File: config.mk
export PLATFORM = sky130hd
export DESIGN_NAME = ansi_text_terminal_parser_core
export DESIGN_NICKNAME = d
export VERILOG_FILES = /design/src/rtl/atp_pkg.sv /design/src/rtl/atp_parser.sv /design/src/rtl/atp_cursor.sv /design/src/rtl/atp_result_fifo.sv /design/src/rtl/ansi_text_terminal_parser_core.sv
export SDC_FILE = /design/constraint.sdc
export NUM_CORES = 1
export LEC_CHECK = 0
export BUFFER_PORTS_ARGS = -buffer_cell sky130_fd_sc_hd__buf_4
export CORE_UTILIZATION = 70
export CTS_BUF_LIST = sky130_fd_sc_hd__clkbuf_2 sky130_fd_sc_hd__clkbuf_4 sky130_fd_sc_hd__clkbuf_8
export CTS_CLUSTER_SIZE = 16
export DETAILED_ROUTE_END_ITERATION = 6
export PLACE_DENSITY_LB_ADDON = 0.12
export RECOVER_POWER = 100
export SLEW_MARGIN = 10
export SYNTH_ARGS = -nofsm -noshare
export SYNTH_HDL_FRONTEND = slang
export SYNTH_HIERARCHICAL = 1
export SYNTH_SLANG_ARGS = --single-unit
File: constraint.sdc
create_clock -name clk -period 41.2 [get_ports clk]
set_input_delay 4.12 -clock clk [delete_from_list [all_inputs] [get_ports clk]]
set_output_delay 4.12 -clock clk [all_outputs]
set_load 0.01 [all_outputs]
File: src/rtl/atp_pkg.sv
// ----------------------------------------------------------------------------
// atp_pkg: shared types and constants for the ANSI text terminal parser
// Holds the result word layout, result kinds, screen limits and the palette.
// ----------------------------------------------------------------------------
package atp_pkg;

    // Screen and parser limits
    localparam int MAX_COLS   = 128;
    localparam int MAX_ROWS   = 64;
    localparam int MAX_PARAMS = 4;
    localparam int PIDX_W     = (MAX_PARAMS > 1) ? $clog2(MAX_PARAMS) : 1;

    // Default colors after reset or SGR 0
    localparam logic [23:0] RESET_FORE = 24'hbac2de;
    localparam logic [23:0] RESET_BACK = 24'h181825;

    // Result kinds
    localparam logic [1:0] KIND_CELL   = 2'd0;
    localparam logic [1:0] KIND_SCROLL = 2'd1;
    localparam logic [1:0] KIND_MOVE   = 2'd2;

    // Special bytes
    localparam logic [7:0] CH_ESC  = 8'h1b;
    localparam logic [7:0] CH_CSI  = 8'h5b;
    localparam logic [7:0] CH_SGR  = 8'h6d;
    localparam logic [7:0] CH_BS   = 8'h08;
    localparam logic [7:0] CH_LF   = 8'h0a;
    localparam logic [7:0] CH_SEMI = 8'h3b;
    localparam logic [7:0] CH_ZERO = 8'h30;
    localparam logic [7:0] CH_NINE = 8'h39;

    // One result word
    typedef struct packed {
        logic [1:0]  kind;
        logic [5:0]  cell_row;
        logic [6:0]  cell_col;
        logic [7:0]  glyph;
        logic [23:0] fore_color;
        logic [23:0] back_color;
        logic [6:0]  cursor_col_out;
        logic [5:0]  cursor_row_out;
        logic        last;
    } res_t;

    // Character action handed from the parser to the cursor unit
    typedef struct packed {
        logic        char_valid;
        logic [7:0]  char_code;
        logic [23:0] fore;
        logic [23:0] back;
    } act_t;

    // Eight-entry RGB palette
    function automatic logic [23:0] palette(input logic [2:0] idx);
        logic [23:0] rgb;
        case (idx)
            3'd0:    rgb = 24'h181825;
            3'd1:    rgb = 24'hf38ba8;
            3'd2:    rgb = 24'ha6e3a1;
            3'd3:    rgb = 24'hf9e2af;
            3'd4:    rgb = 24'h89b4fa;
            3'd5:    rgb = 24'hcba6f7;
            3'd6:    rgb = 24'h6c7086;
            default: rgb = 24'hbac2de;
        endcase
        return rgb;
    endfunction

endpackage

File: src/rtl/atp_parser.sv
// ----------------------------------------------------------------------------
// atp_parser: escape and CSI parser with SGR color state
// Tracks the parse mode and parameters, applies SGR codes to the current
// colors and flags the bytes that the cursor unit must handle as characters.
// ----------------------------------------------------------------------------
module atp_parser (
    input  logic         clk,
    input  logic         rst_n,
    input  logic         fire,
    input  logic [7:0]   text_byte,
    output atp_pkg::act_t act
);
    import atp_pkg::*;

    localparam logic [1:0] MODE_NORMAL = 2'd0;
    localparam logic [1:0] MODE_ESC    = 2'd1;
    localparam logic [1:0] MODE_CSI    = 2'd2;

    logic [1:0]        mode_reg, mode_next;
    logic [7:0]        params_reg [MAX_PARAMS];
    logic [7:0]        params_next [MAX_PARAMS];
    logic [PIDX_W-1:0] pidx_reg, pidx_next;
    logic [23:0]       fore_reg, fore_next;
    logic [23:0]       back_reg, back_next;

    logic              is_digit;
    logic [11:0]       digit_acc;
    logic [23:0]       sgr_fore, sgr_back;

    assign is_digit  = (text_byte >= CH_ZERO) && (text_byte <= CH_NINE);
    // Current parameter times ten plus the new digit
    assign digit_acc = {1'b0, params_reg[pidx_reg], 3'b000}
                     + {3'b000, params_reg[pidx_reg], 1'b0}
                     + {8'h00, text_byte[3:0]};

    // Apply the collected SGR codes in order
    always_comb
    begin
        logic [7:0] code;
        sgr_fore = fore_reg;
        sgr_back = back_reg;
        for (int i = 0; i < MAX_PARAMS; i++)
        begin
            code = params_reg[i];
            if (PIDX_W'(i) <= pidx_reg)
            begin
                if (code == 8'd0)
                begin
                    sgr_fore = RESET_FORE;
                    sgr_back = RESET_BACK;
                end
                else if (code >= 8'd30 && code <= 8'd37)
                begin
                    sgr_fore = palette(3'(code - 8'd30));
                end
                else if (code >= 8'd40 && code <= 8'd47)
                begin
                    sgr_back = palette(3'(code - 8'd40));
                end
            end
        end
    end

    // Next parse state
    always_comb
    begin
        mode_next = mode_reg;
        pidx_next = pidx_reg;
        fore_next = fore_reg;
        back_next = back_reg;
        for (int i = 0; i < MAX_PARAMS; i++)
        begin
            params_next[i] = params_reg[i];
        end
        act.char_valid = 1'b0;
        act.char_code  = text_byte;
        act.fore       = fore_reg;
        act.back       = back_reg;

        if (text_byte != 8'h00)
        begin
            unique case (mode_reg)
                MODE_ESC:
                begin
                    if (text_byte == CH_CSI)
                    begin
                        mode_next      = MODE_CSI;
                        pidx_next      = '0;
                        params_next[0] = 8'd0;
                    end
                    else
                    begin
                        mode_next      = MODE_NORMAL;
                        act.char_valid = 1'b1;
                    end
                end
                MODE_CSI:
                begin
                    if (is_digit)
                    begin
                        params_next[pidx_reg] = (digit_acc > 12'd255) ? 8'd255
                                                                       : digit_acc[7:0];
                    end
                    else if (text_byte == CH_SEMI)
                    begin
                        if (32'(pidx_reg) + 1 < MAX_PARAMS)
                        begin
                            pidx_next              = pidx_reg + 1'b1;
                            params_next[pidx_next] = 8'd0;
                        end
                    end
                    else
                    begin
                        // Final byte: only 'm' changes the colors
                        if (text_byte == CH_SGR)
                        begin
                            fore_next = sgr_fore;
                            back_next = sgr_back;
                        end
                        mode_next      = MODE_NORMAL;
                        pidx_next      = '0;
                        params_next[0] = 8'd0;
                    end
                end
                default:
                begin
                    if (text_byte == CH_ESC)
                    begin
                        mode_next = MODE_ESC;
                    end
                    else
                    begin
                        mode_next      = MODE_NORMAL;
                        act.char_valid = 1'b1;
                    end
                end
            endcase
        end
    end

    // State registers
    always_ff @(posedge clk or negedge rst_n)
    begin
        if (!rst_n)
        begin
            mode_reg <= MODE_NORMAL;
            pidx_reg <= '0;
            fore_reg <= RESET_FORE;
            back_reg <= RESET_BACK;
            for (int i = 0; i < MAX_PARAMS; i++)
            begin
                params_reg[i] <= 8'd0;
            end
        end
        else if (fire)
        begin
            mode_reg <= mode_next;
            pidx_reg <= pidx_next;
            fore_reg <= fore_next;
            back_reg <= back_next;
            for (int i = 0; i < MAX_PARAMS; i++)
            begin
                params_reg[i] <= params_next[i];
            end
        end
    end

endmodule

File: src/rtl/atp_cursor.sv
// ----------------------------------------------------------------------------
// atp_cursor: cursor tracking and result generation
// Moves the cursor for characters, newline and backspace, wraps at the
// column count and forms the cell write, scroll and move results.
// ----------------------------------------------------------------------------
module atp_cursor (
    input  logic          clk,
    input  logic          rst_n,
    input  logic          fire,
    input  atp_pkg::act_t act,
    input  logic [7:0]    columns,
    input  logic [6:0]    row_count,
    output logic [1:0]    push_count,
    output atp_pkg::res_t res0,
    output atp_pkg::res_t res1
);
    import atp_pkg::*;

    logic [6:0] col_reg, col_next;
    logic [5:0] row_reg, row_next;

    logic [7:0] cols;
    logic [6:0] rows;

    // Effective screen size
    assign cols = (columns == 8'd0) ? 8'd1
                : (columns > 8'(MAX_COLS)) ? 8'(MAX_COLS) : columns;
    assign rows = (row_count == 7'd0) ? 7'd1
                : (row_count > 7'(MAX_ROWS)) ? 7'(MAX_ROWS) : row_count;

    // Cursor step and results for one character
    always_comb
    begin
        logic [7:0] c_col;
        logic [6:0] c_row;
        logic       wrote;
        logic       scroll;
        res_t       write_word;
        res_t       other;

        c_col = {1'b0, col_reg};
        c_row = {1'b0, row_reg};
        if (c_col >= cols)
        begin
            c_col = cols - 8'd1;
        end
        if (c_row >= rows)
        begin
            c_row = rows - 7'd1;
        end

        write_word            = '0;
        write_word.kind       = KIND_CELL;
        write_word.fore_color = act.fore;
        write_word.back_color = act.back;
        wrote                 = 1'b0;

        if (act.char_code == CH_LF)
        begin
            c_col = 8'd0;
            c_row = c_row + 7'd1;
        end
        else if (act.char_code == CH_BS)
        begin
            if (c_col != 8'd0)
            begin
                c_col = c_col - 8'd1;
            end
            else if (c_row != 7'd0)
            begin
                c_row = c_row - 7'd1;
                c_col = cols - 8'd1;
            end
            write_word.cell_row = c_row[5:0];
            write_word.cell_col = c_col[6:0];
            write_word.glyph    = 8'd0;
            wrote               = 1'b1;
        end
        else
        begin
            write_word.cell_row = c_row[5:0];
            write_word.cell_col = c_col[6:0];
            write_word.glyph    = act.char_code;
            wrote               = 1'b1;
            c_col               = c_col + 8'd1;
            if (c_col >= cols)
            begin
                c_col = 8'd0;
                c_row = c_row + 7'd1;
            end
        end

        // Passing the last row scrolls and pulls the cursor back
        scroll = (c_row >= rows);
        if (scroll)
        begin
            c_row = c_row - 7'd1;
        end

        other = '0;
        if (scroll)
        begin
            other.kind       = KIND_SCROLL;
            other.fore_color = act.fore;
            other.back_color = act.back;
        end
        else
        begin
            other.kind = KIND_MOVE;
        end

        write_word.cursor_col_out = c_col[6:0];
        write_word.cursor_row_out = c_row[5:0];
        other.cursor_col_out      = c_col[6:0];
        other.cursor_row_out      = c_row[5:0];
        other.last                = 1'b1;
        write_word.last           = !scroll;

        col_next = c_col[6:0];
        row_next = c_row[5:0];

        if (!act.char_valid)
        begin
            push_count = 2'd0;
            res0       = other;
            res1       = other;
        end
        else if (wrote)
        begin
            push_count = scroll ? 2'd2 : 2'd1;
            res0       = write_word;
            res1       = other;
        end
        else
        begin
            push_count = 2'd1;
            res0       = other;
            res1       = other;
        end
    end

    // Cursor registers
    always_ff @(posedge clk or negedge rst_n)
    begin
        if (!rst_n)
        begin
            col_reg <= 7'd0;
            row_reg <= 6'd0;
        end
        else if (fire && act.char_valid)
        begin
            col_reg <= col_next;
            row_reg <= row_next;
        end
    end

endmodule

File: src/rtl/atp_result_fifo.sv
// ----------------------------------------------------------------------------
// atp_result_fifo: four-word result queue
// Takes up to two result words per cycle and hands out one per cycle when popped.
// ----------------------------------------------------------------------------
module atp_result_fifo (
    input  logic          clk,
    input  logic          rst_n,
    input  logic [1:0]    push_count,
    input  atp_pkg::res_t push0,
    input  atp_pkg::res_t push1,
    input  logic          pop,
    output logic          has_room,
    output logic          not_empty,
    output atp_pkg::res_t head
);
    import atp_pkg::*;

    res_t       entries [4];
    logic [1:0] wr_ptr_reg, rd_ptr_reg;
    logic [2:0] count_reg;
    logic [1:0] wr_ptr1;

    assign wr_ptr1   = wr_ptr_reg + 2'd1;
    assign has_room  = (count_reg <= 3'd2);
    assign not_empty = (count_reg != 3'd0);
    assign head      = entries[rd_ptr_reg];

    // Word storage
    always_ff @(posedge clk)
    begin
        if (push_count != 2'd0)
        begin
            entries[wr_ptr_reg] <= push0;
        end
        if (push_count == 2'd2)
        begin
            entries[wr_ptr1] <= push1;
        end
    end

    // Pointers and fill count
    always_ff @(posedge clk or negedge rst_n)
    begin
        if (!rst_n)
        begin
            wr_ptr_reg <= 2'd0;
            rd_ptr_reg <= 2'd0;
            count_reg  <= 3'd0;
        end
        else
        begin
            wr_ptr_reg <= wr_ptr_reg + push_count;
            if (pop)
            begin
                rd_ptr_reg <= rd_ptr_reg + 2'd1;
            end
            count_reg <= count_reg + {1'b0, push_count} - {2'b00, pop};
        end
    end

endmodule

File: src/rtl/ansi_text_terminal_parser_core.sv
// ----------------------------------------------------------------------------
// ansi_text_terminal_parser_core: character stream front end of a text terminal
// Parses escape and CSI sequences, applies SGR colors and turns text bytes
// into cell write, scroll and cursor move result words.
//
//   Channel  Direction  Handshake             Payload
//   s        in         s_tvalid / s_tready   s_tdata: text byte
//   m        out        m_tvalid / m_tready   m_tdata, m_tuser (kind), m_tlast
//   cfg      in         cfg_valid / cfg_ready cfg_index, cfg_data
//
// A byte is held in an input register and handled once the result queue
// has room for two words; the output side drains one word a cycle while
// m_tready is high, and a byte that writes a cell and scrolls yields two words.
// Reset restores the default colors, home cursor, 80 columns and 25 rows.
// The input stalls while three or more words wait in the four-word queue.
// ----------------------------------------------------------------------------
module ansi_text_terminal_parser_core (
    input  logic        clk,
    input  logic        rst_n,
    input  logic        s_tvalid,
    output logic        s_tready,
    input  logic [7:0]  s_tdata,   // [7:0] text_byte
    output logic        m_tvalid,
    input  logic        m_tready,
    // [5:0] cell_row, [12:6] cell_col, [20:13] glyph, [44:21] fore_color,
    // [68:45] back_color, [75:69] cursor_col_out, [81:76] cursor_row_out,
    // [87:82] zero
    output logic [87:0] m_tdata,
    output logic [1:0]  m_tuser,   // [1:0] kind
    output logic        m_tlast,   // last
    input  logic        cfg_valid,
    output logic        cfg_ready,
    input  logic [3:0]  cfg_index,
    input  logic [7:0]  cfg_data
);
    import atp_pkg::*;

    localparam logic [3:0] REG_COLUMNS   = 4'd0;
    localparam logic [3:0] REG_ROW_COUNT = 4'd1;

    logic       in_valid_reg;
    logic [7:0] in_byte_reg;
    logic [7:0] columns_reg;
    logic [6:0] row_count_reg;

    logic       fire;
    logic       has_room;
    logic       not_empty;
    logic [1:0] push_count;
    logic [1:0] push_gated;
    act_t       act;
    res_t       res0, res1, head;

    assign fire       = in_valid_reg && has_room;
    assign s_tready   = !in_valid_reg || fire;
    assign push_gated = fire ? push_count : 2'd0;
    assign cfg_ready  = 1'b1;

    // Input register
    always_ff @(posedge clk or negedge rst_n)
    begin
        if (!rst_n)
        begin
            in_valid_reg <= 1'b0;
        end
        else if (s_tready)
        begin
            in_valid_reg <= s_tvalid;
        end
    end

    always_ff @(posedge clk)
    begin
        if (s_tready && s_tvalid)
        begin
            in_byte_reg <= s_tdata;
        end
    end

    // Configuration registers
    always_ff @(posedge clk or negedge rst_n)
    begin
        if (!rst_n)
        begin
            columns_reg   <= 8'd80;
            row_count_reg <= 7'd25;
        end
        else if (cfg_valid)
        begin
            unique case (cfg_index)
                REG_COLUMNS:   columns_reg   <= cfg_data;
                REG_ROW_COUNT: row_count_reg <= cfg_data[6:0];
                default:       ;
            endcase
        end
    end

    atp_parser u_parser (
        .clk       (clk),
        .rst_n     (rst_n),
        .fire      (fire),
        .text_byte (in_byte_reg),
        .act       (act)
    );

    atp_cursor u_cursor (
        .clk        (clk),
        .rst_n      (rst_n),
        .fire       (fire),
        .act        (act),
        .columns    (columns_reg),
        .row_count  (row_count_reg),
        .push_count (push_count),
        .res0       (res0),
        .res1       (res1)
    );

    atp_result_fifo u_fifo (
        .clk        (clk),
        .rst_n      (rst_n),
        .push_count (push_gated),
        .push0      (res0),
        .push1      (res1),
        .pop        (m_tvalid && m_tready),
        .has_room   (has_room),
        .not_empty  (not_empty),
        .head       (head)
    );

    // Output word packing
    assign m_tvalid = not_empty;
    assign m_tuser  = head.kind;
    assign m_tlast  = head.last;
    assign m_tdata  = {6'd0, head.cursor_row_out, head.cursor_col_out, head.back_color,
                       head.fore_color, head.glyph, head.cell_col, head.cell_row};

endmodule

Word level (Yosys, flattened, before mapping)
Memories as Yosys holds them, arrays and structs flattened.
Cells that the tools add are included.
{ "totals": {"reg_bits": 128, "ramBits": 340, "input_bits": 25, "out_inout_bits": 94, "elab_cells": 289, "n_memories": 1} }
{ "op_classes": {"addsub": 24, "magnitude_cmp": 35, "eq_ne": 63, "muxes": 95, "n_bitwise": 6, "n_reduce_logical": 48} }
{ "memory_table": {"columns": ["name", "words", "word_bits", "read_ports", "rd_ports_with_merged_regs", "write_ports", "line", "source"], "rows": [
  ["u_fifo.entries", 4, 85, 1, 0, 2, "atp_result_fifo.sv:18", "res_t entries [4];"]
]} }
{ "op_table": {"columns": ["op", "count"], "rows": [
  ["case mux 24 bit (7 select lines)", 8],
  ["2-to-1 mux 24 bit", 29],
  ["2-to-1 mux 85 bit", 2],
  ["2-to-1 mux 7 bit", 13],
  ["2-to-1 mux 8 bit", 10],
  ["equality test 3 bit (second input constant)", 24],
  ["less-or-equal comparator 8 x 6 -> 1 bit (second input constant)", 9],
  ["2-to-1 mux 32 bit", 2],
  ["equality test 3 x 2 -> 1 bit (second input constant)", 16],
  ["2-to-1 mux 48 bit", 1],
  ["greater-or-equal comparator 8 x 6 -> 1 bit (second input constant)", 5],
  ["zero test 8 bit", 5],
  ["bitwise AND 32 bit", 1],
  ["bitwise mux 32 bit", 1],
  ["demux 8 bit (select 2 bit)", 2],
  ["greater-or-equal comparator 8 x 5 -> 1 bit (second input constant)", 4],
  ["less-than comparator 32 x 3 -> 1 bit (second input constant)", 1],
  ["inverter 32 bit", 1],
  ["equality test 3 x 1 -> 1 bit (second input constant)", 8],
  ["zero test 3 bit", 8],
  ["2-to-1 mux 2 bit", 12],
  ["2-to-1 mux 21 bit", 1],
  ["subtractor 7 x 1 -> 7 bit (second input constant)", 3],
  ["binary-select mux 8 bit (select 2 bit)", 1],
  ["56 further kinds", 104]
]} }

Longest topological paths before layout
Gate-level depths: netlist of run 1.
{ "depth": {"depth_word": 19, "ltp_mapped": 40, "depth_no_buf": 36} }

Cells and area by module
The synthesis of run 1 kept the hierarchy.
{ "by_module_without_submodules": {"columns": ["mod", "instances", "cells_per_inst", "area_each_um2", "seq_area_each_um2"], "rows": [
  ["atp_result_fifo", 1, 862, 16819.9, 10385.0],
  ["atp_parser", 1, 905, 7505.9, 2128.3],
  ["atp_cursor", 1, 572, 4012.6, 325.3],
  ["ansi_text_terminal_parser_core", 1, 59, 1006.0, 646.9]
]} }

Worst setup path after synthesis of run 1
Ideal clock, no wire load.
{ "synth_timing": {"kind": "register to register", "from": "reg columns_reg[2]", "to": "mem u_fifo/entries[0][0] (netlist name), enable pin", "setup_ps": 646, "arrival_ps": 12747, "t_required_ps": 40554, "setup_slack_ps": 27807, "path_stages_with_launch": 35, "n_path_buf": 4, "period_less_slack_ps": 13393, "cell_sequence": "dfrtp_1 buf_6 nor4_1 a21oi_1 or2_2 inv_1 ha_1 nor2b_1 o21ai_0 a31o_2 buf_2 mux2_2 nor3_1 a21oi_1 or2_2 ha_1 a21oi_1 o21ai_0 a21oi_1 and2_1 clkbuf_1 o21ai_0 o211ai_2 ha_1 nand2b_1 a21o_1 a21o_1 a21o_1 a21oi_1 o21ai_1 clkbuf_1 a21boi_0 and3_1 o21bai_1 o21ai_0"} }
{ "synth_lines": {"columns": ["element", "line", "source"], "rows": [
  ["from (decl)", "ansi_text_terminal_parser_core.sv:43", "logic [7:0] columns_reg;"],
  ["from (signal assigned)", "ansi_text_terminal_parser_core.sv:91", "REG_COLUMNS: columns_reg <= cfg_data;"],
  ["to (decl)", "atp_result_fifo.sv:18", null]
]} }

==> results.sh, run 1 <==
export IMPL_synth_area_sq_mm=0.02934
export IMPL_drv_slew=942
export IMPL_grt_ovfl_total=0
export IMPL_ys_types=114
export IMPL_coreArea_sq_mm=0.04111
export IMPL_place_congestion=1.038
export IMPL_final_common_cell="edfxtp_1"
export IMPL_layout_common_cells="348 x edfxtp_1, 287 x mux2_2, 134 x nand2_1, 129 x nor2_1, 115 x and2_1"
export IMPL_cap_violations=22
export IMPL_area_growth_pct=6.157
export IMPL_io_buffers=111
export IMPL_setup_tns_ps=0
export IMPL_rsz0062_at_grt="false"
export IMPL_die_area_sq_mm=0.04274
export IMPL_firstDrtPassIters=7
export IMPL_final_antenna_net_count=0
export IMPL_antenna_found_initial=1
export IMPL_postCtsSetupBuffers=0
export IMPL_relSlewSlack_pct=-217.7
export IMPL_finClkSkew_ps=27.72
export IMPL_htreeDepth=3
export IMPL_fmax_ghz=0.06217
export IMPL_grt_pass1_wl_um=134800
export IMPL_yosysWarnings=6
export IMPL_drc=35
export IMPL_cts_buffer_depth=3
export IMPL_violations="DRC, capacitance limit, slew limit"
export IMPL_dp_worst_setup_slack_ps=31430
export IMPL_cts_resized=0
export IMPL_synth_avg_cell_area_sq_um=12.24
export IMPL_p_leak_nw=11.82
export IMPL_largest_reg_flops=340
export IMPL_nets=2551
export IMPL_timing_final_crit_share_pct=39.04
export IMPL_ys_seq_area_share_pct=45.96
export IMPL_grt_pass1_vias=21850
export IMPL_synth_ff_type="edfxtp_1"
export IMPL_start_util_pct=71.38
export IMPL_synthArstFlopShare_pct=25.64
export IMPL_synth_seq_cells=468
export IMPL_die_h_um=206.7
export IMPL_wl_um=90620
export IMPL_grt_usage_pct=42.54
export IMPL_worst_slew_pin_slew_ps=4766
export IMPL_via_per_inst=7.279
export IMPL_ios=119
export IMPL_setup_slack_ps=25110
export IMPL_grt_start_max_net_pins=67
export IMPL_status="finished with violations"
export IMPL_dp_hpwl_um=58650
export IMPL_endpoint_kind="flip-flop"
export IMPL_drive_gt1_share_pct=24.63
export IMPL_peakVddDrop_v=0.0001007
export IMPL_cpPeakStageDelay_ps=2640
export IMPL_drtIter0Drc=2841
export IMPL_hold_viol_final=0
export IMPL_cts_inserted_buffers=78
export IMPL_cts_sinks=468
export IMPL_cp_arrival_ps=16280
export IMPL_worst_setup_path_start_kind="flip-flop"
export IMPL_critPathKind="flip-flop to flip-flop"
export IMPL_vias=22200
export IMPL_power_density_mw_per_mm2=79.67
export IMPL_cts_hold_fix_buffers=0
export IMPL_setup_viol=0
export IMPL_holdCritPathClass="flip-flop to flip-flop"
export IMPL_path_common_cell="a21oi_1"
export IMPL_clk_latency_ps=670
export IMPL_cp_slowest_cell="clkbuf_1"
export IMPL_wl_per_cell_um=29.71
export IMPL_die_x_um=206.7
export IMPL_fin_crit_ps=16090
export IMPL_clk_pin_slew_ps=70
export IMPL_cts_tree="yes"
export IMPL_synth_edf_count=348
export IMPL_critPathMaxFanout=57
export IMPL_crit_required_ps=41390
export IMPL_cts_root_buf="clkbuf_8"
export IMPL_syn_inst=2398
export IMPL_row_count=74
per-stage QoR:
step | power [mW] | hold slack, ps | instances | utilization (%) | area (sq um)
2_1_floorplan | 1.690 | 461.2 | 2423 | - | 29440
3_3_place_gp | 1.995 | 479.8 | 2907 | 73.20 | 30090
3_5_place_dp | 2.057 | 487.0 | 2907 | 73.20 | 30090
4_1_cts | 2.510 | 518.6 | 3049 | 77.13 | 31710
5_1_grt | 2.590 | 559.7 | 3050 | 75.78 | 31150
6_report | 2.482 | 520.2 | 3050 | 75.78 | 31150
worst paths after layout:
kind / cells past startpoint / slack, ps / endpoint / start
setup reg to reg: 35 / 25110 / u_fifo/entries[0][40]$_DFFE_PP_ / columns_reg[2]$_DFFE_PN0P_
min in group asynchronous: 1 / 3710 / row_count_reg[5]$_DFFE_PN0P_ / rst_n
setup / recovery: 35 / 25110 / u_fifo/entries[0][40]$_DFFE_PP_ / columns_reg[2]$_DFFE_PN0P_
hold reg to reg: 2 / 520 / u_parser/fore_reg[20]$_DFFE_PN1P_ / u_parser/fore_reg[20]$_DFFE_PN1P_
max in group asynchronous: 3 / 31870 / u_parser/fore_reg[10]$_DFFE_PN0P_ / rst_n
hold / removal: 2 / 520 / u_parser/fore_reg[20]$_DFFE_PN1P_ / u_parser/fore_reg[20]$_DFFE_PN1P_
layout make-up:
| class | instances | area [sq um] |
|---|---|---|
| well taps | 532 | 665.6 |
| fillers | 2580 | 9958 |
| multi-input cells | 1710 | 14510 |
| repair buffers | 147 | 683.2 |
| clock inverters | 30 | 227.7 |
| flip-flops and latches | 468 | 13490 |
| clock buffers | 112 | 1385 |
| diodes | 1 | 2.502 |
| inverters | 50 | 187.7 |
per-layer routing:
layer  vias up  part of all wire, %  track usage, %
met5         -                    0               0
met4         0                  4.1           17.49
met3       296                   12           11.29
met2      1698                   45           65.03
met1     10940                   39           57.90
li1       9268                    -               -
power by group:
group,internal [mW],switching (mW)
registers,0.781,0.0779
clock network,0.232,0.202
logic,0.457,0.732
cell usage after synthesis (26+ instances only):
cell	instances	area [sq um]
and2_1	121	757.0
buf_4	68	510.5
edfxtp_1	348	10450
o21ai_0	83	415.4
inv_1	47	176.4
dfstp_2	26	683.2
buf_2	41	205.2
xnor2_1	39	341.6
mux4_2	93	2095
ha_1	68	850.8
dfrtp_1	94	2352
nor3_1	32	160.2
clkbuf_1	60	225.2
a21oi_1	90	450.4
nand2_1	134	503.0
nor2_1	128	480.5
a22o_1	38	332.8
mux2_2	301	3390
mux2_1	59	664.4
worst max-delay path: cells and delay by family (launching register included):
| kind | cells | cell delay [ps] |
|---|---|---|
| buffers and inverters | 6 | 7930 |
| AND/OR/NAND/NOR | 10 | 2960 |
| AO/OA/AOI/OAI | 15 | 2940 |
| adder cells (fa/ha/maj) | 3 | 610 |
| multiplexers | 1 | 490 |
| flip-flops | 1 | 470 |
logic make-up (layout without fill, tap and decap cells):
kind of cell    Yosys count  after routing  share of synthesized area [%]
compound gates          460            460                          10.98
xor+xnor                 54             54                          1.612
fa+ha+maj                71             71                          3.104
buf+inv                 245            339                          4.733
flops                   468            468                          45.96
mux                     484            484                          22.13
other cells               4             30                        0.05115
simple gates            612            612                          11.44
No activity file was read; power rests on OpenSTA's default activity.
==> inputs of run 2 (changes only) <==
--- a/config.mk
+++ b/config.mk
@@ -5,8 +5,9 @@
 export SDC_FILE = /design/constraint.sdc
 export NUM_CORES = 1
 export LEC_CHECK = 0
+export ABC_AREA = 1
 export BUFFER_PORTS_ARGS = -buffer_cell sky130_fd_sc_hd__buf_4
-export CORE_UTILIZATION = 70
+export CORE_UTILIZATION = 59
 export CTS_BUF_LIST = sky130_fd_sc_hd__clkbuf_2 sky130_fd_sc_hd__clkbuf_4 sky130_fd_sc_hd__clkbuf_8
 export CTS_CLUSTER_SIZE = 16
 export DETAILED_ROUTE_END_ITERATION = 6
==> constraint.sdc (replaced) <==
create_clock -name clk -period 13.07 [get_ports clk]
set_input_delay 1.307 -clock clk [delete_from_list [all_inputs] [get_ports clk]]
set_output_delay 1.307 -clock clk [all_outputs]
set_load 0.01 [all_outputs]
==> run 2 against run 1 <==
  * The flow finishes with violations (capacitance limit, slew limit)
  * Sequential cell count is the same
  * Final cell count rose by 80%
  * Synthesized cell count is 97% higher
  * Highest routed layer unchanged
  * Fmax increased by 52%
  * Largest cell class unchanged
  * Via count increased by 39%
  * Synthesized area grew 12%
  * Critical endpoint is now u_fifo/entries[2][14]$_DFFE_PP_
  * Register-to-register slack worse by 23000 ps
  * Design area increased by 12%
  * Non-clock buffer count grew 3
  * Clock skew grew 2.7 ps
==> results.sh, run 2 <==
export IMPL_netlist_top_cells_count="1803 x nand2_1, 578 x inv_1, 541 x nand3_1"
export IMPL_grt_pass1_wl_um=155400
export IMPL_die_h_um=238.1
export IMPL_cp_arrival_ps=10890
export IMPL_fillers=5220
export IMPL_cts_buffer_depth=3
export IMPL_cts_root_buf="clkbuf_8"
export IMPL_die_area_sq_mm=0.05669
export IMPL_finClkSkew_ps=30.47
export IMPL_drv_slew=270
export IMPL_cpPeakStageDelay_ps=660
export IMPL_coreArea_sq_mm=0.05509
export IMPL_hold_path_endpoint="row_count_reg[4]$_DFFE_PN1P_"
export IMPL_synth_ff_type="edfxtp_1"
export IMPL_area_growth_pct=5.714
export IMPL_synthArstFlopShare_pct=25.64
export IMPL_ys_types=66
export IMPL_cts_resized=0
export IMPL_htreeDepth=3
export IMPL_timing_final_crit_share_pct=80.99
export IMPL_layout_common_cells="1800 x nand2_1, 579 x inv_1, 543 x nand3_1, 348 x edfxtp_1, 219 x nor2_1"
export IMPL_place_congestion=0.9914
export IMPL_hold_depth=2
export IMPL_syn_inst=4717
export IMPL_io_buffers=111
export IMPL_cap_violations=6
export IMPL_worst_setup_path_start_kind="flip-flop"
export IMPL_netlist_area_leader_share_pct=31.77
export IMPL_fin_crit_ps=10580
export IMPL_largest_reg_flops=340
export IMPL_setup_tns_ps=0
export IMPL_clk_latency_ps=680
export IMPL_drc=0
export IMPL_reg2reg_slack_ps=2490
export IMPL_worst_slew_pin_slew_ps=3464
export IMPL_via_per_inst=5.612
export IMPL_grt_usage_pct=35.00
export IMPL_antenna_found_initial=1
export IMPL_drive_gt1_share_pct=9.181
export IMPL_reg2reg_depth=45
export IMPL_multiInputGateArea_sq_mm=0.01564
export IMPL_r2r_end="u_fifo/entries[2][14]$_DFFE_PP_"
export IMPL_die_x_um=238.1
export IMPL_start_util_pct=59.70
export IMPL_nets=4770
export IMPL_wl_per_cell_um=18.19
export IMPL_wl_um=99790
export IMPL_min_from="row_count_reg[4]$_DFFE_PN1P_"
export IMPL_grt_ovfl_total=0
export IMPL_cts_inserted_buffers=82
export IMPL_ios=119
export IMPL_hold_viol_final=0
export IMPL_clk_pin_slew_ps=60
export IMPL_setup_viol=0
export IMPL_hold_worst_slack_ps=483.8
export IMPL_synth_area_top_cells="edfxtp_1 32%, nand2_1 21%, nand3_1 8.2%"
export IMPL_rsz0062_at_grt="false"
export IMPL_cts_tree="yes"
export IMPL_seqCellArea_sq_mm=0.01349
export IMPL_dp_hpwl_um=63900
export IMPL_row_count=86
export IMPL_relSlewSlack_pct=-130.9
export IMPL_utilization_pct=63.11
export IMPL_critPathMaxFanout=59
export IMPL_firstDrtPassIters=6
export IMPL_crit_required_ps=13370
export IMPL_synth_seq_cells=468
export IMPL_violations="capacitance limit, slew limit"
export IMPL_final_antenna_net_count=0
export IMPL_fmax_ghz=0.09448
export IMPL_grt_start_max_net_pins=86
export IMPL_final_common_cell="nand2_1"
export IMPL_path_common_cell="nand2_1"
export IMPL_critPathKind="flip-flop to flip-flop"
export IMPL_status="finished with violations"
export IMPL_ys_seq_area_share_pct=41.00
export IMPL_drtIter0Drc=3663
export IMPL_cp_slowest_cell="o21ai_0"
export IMPL_holdCritPathClass="flip-flop to flip-flop"
export IMPL_vias=30790
export IMPL_cts_sinks=468
export IMPL_grt_pass1_vias=28050
export IMPL_synth_avg_cell_area_sq_um=6.972
export IMPL_yosys_area_top_type="edfxtp_1"
export IMPL_synth_most_common_cell="nand2_1"
export IMPL_postCtsSetupBuffers=0
export IMPL_endpoint_kind="flip-flop"
export IMPL_cts_hold_fix_buffers=0
export IMPL_synth_area_sq_mm=0.03289
export IMPL_synth_edf_count=348
export IMPL_yosysWarnings=6
export IMPL_rr_startpoint="columns_reg[2]$_DFFE_PN0P_"
[run 2: how the worst max path moves through the flow]
stage                                           from                              end  depth (start not counted)
final                     columns_reg[2]$_DFFE_PN0P_  u_fifo/entries[2][14]$_DFFE_PP_                         45
after global routing      columns_reg[2]$_DFFE_PN0P_  u_fifo/entries[2][14]$_DFFE_PP_                         45
after CTS                 columns_reg[2]$_DFFE_PN0P_  u_fifo/entries[0][23]$_DFFE_PP_                         46
after detailed placement  columns_reg[2]$_DFFE_PN0P_  u_fifo/entries[0][51]$_DFFE_PP_                         46
after global placement    columns_reg[2]$_DFFE_PN0P_  u_fifo/entries[0][46]$_DFFE_PP_                         45
after floorplan           columns_reg[2]$_DFFE_PN0P_   u_fifo/entries[3][0]$_DFFE_PP_                         45
[run 2: kinds of logic (layout without fill, tap and decap cells)]
family	after synthesis	in the layout	synth area share, %
and+or+nand+nor	2805	2805	36.49
buffers and inverters	918	914	11.74
other	4	30	0.04564
adders and majority gates	71	71	2.770
xor gates and xnor gates	11	11	0.2930
AOI/OAI and AO/OA	440	440	7.666
DFF	468	468	41.00
[run 2: metrics by stage]
| stage | worst slack, ps | instances | instance area (sq um) |
|---|---|---|---|
| finish | 2485 | 5487 | 34770 |
| global route | 1520 | 5487 | 34770 |
| CTS | 3702 | 5486 | 35200 |
| detailed placement | 3707 | 5338 | 33610 |
| global placement | 3888 | 5338 | 33610 |
| floorplan | 4985 | 4742 | 32980 |
[run 2: area by class of cell]
type                            instances  share of cell area (%)
Antenna cell                            1                0.007197
Multi-Input combinational cell       3356                   44.99
Sequential cell                       468                   38.80
Tap cell                              748                   2.692
Clock inverter                         28                  0.3995
Clock buffer                          120                   4.174
Timing Repair Buffer                  150                   2.271
Inverter                              616                   6.668
[run 2: routing by layer]
layer	global-route usage [%]	vias up	share of wire (%)
met1	49.60	13970	42
met4	13.07	0	3.0
met2	52.96	1698	43
met5	0	-	0
met3	7.115	238	11
li1	-	14880	-
[run 2: critical path, delay by kind of cell (launching register included)]
| kind | cells | cell delay (ps) |
|---|---|---|
| AO/OA/AOI/OAI | 4 | 1550 |
| XOR/XNOR | 1 | 160 |
| adder cells (fa/ha/maj) | 4 | 1200 |
| buffers and inverters | 10 | 2440 |
| flip-flops | 1 | 420 |
| AND/OR/NAND/NOR | 26 | 4310 |
Power of run 2 is left out: the tool's default activity adds up to more than one toggle a clock period on the data nets, which glitch-free logic cannot reach.
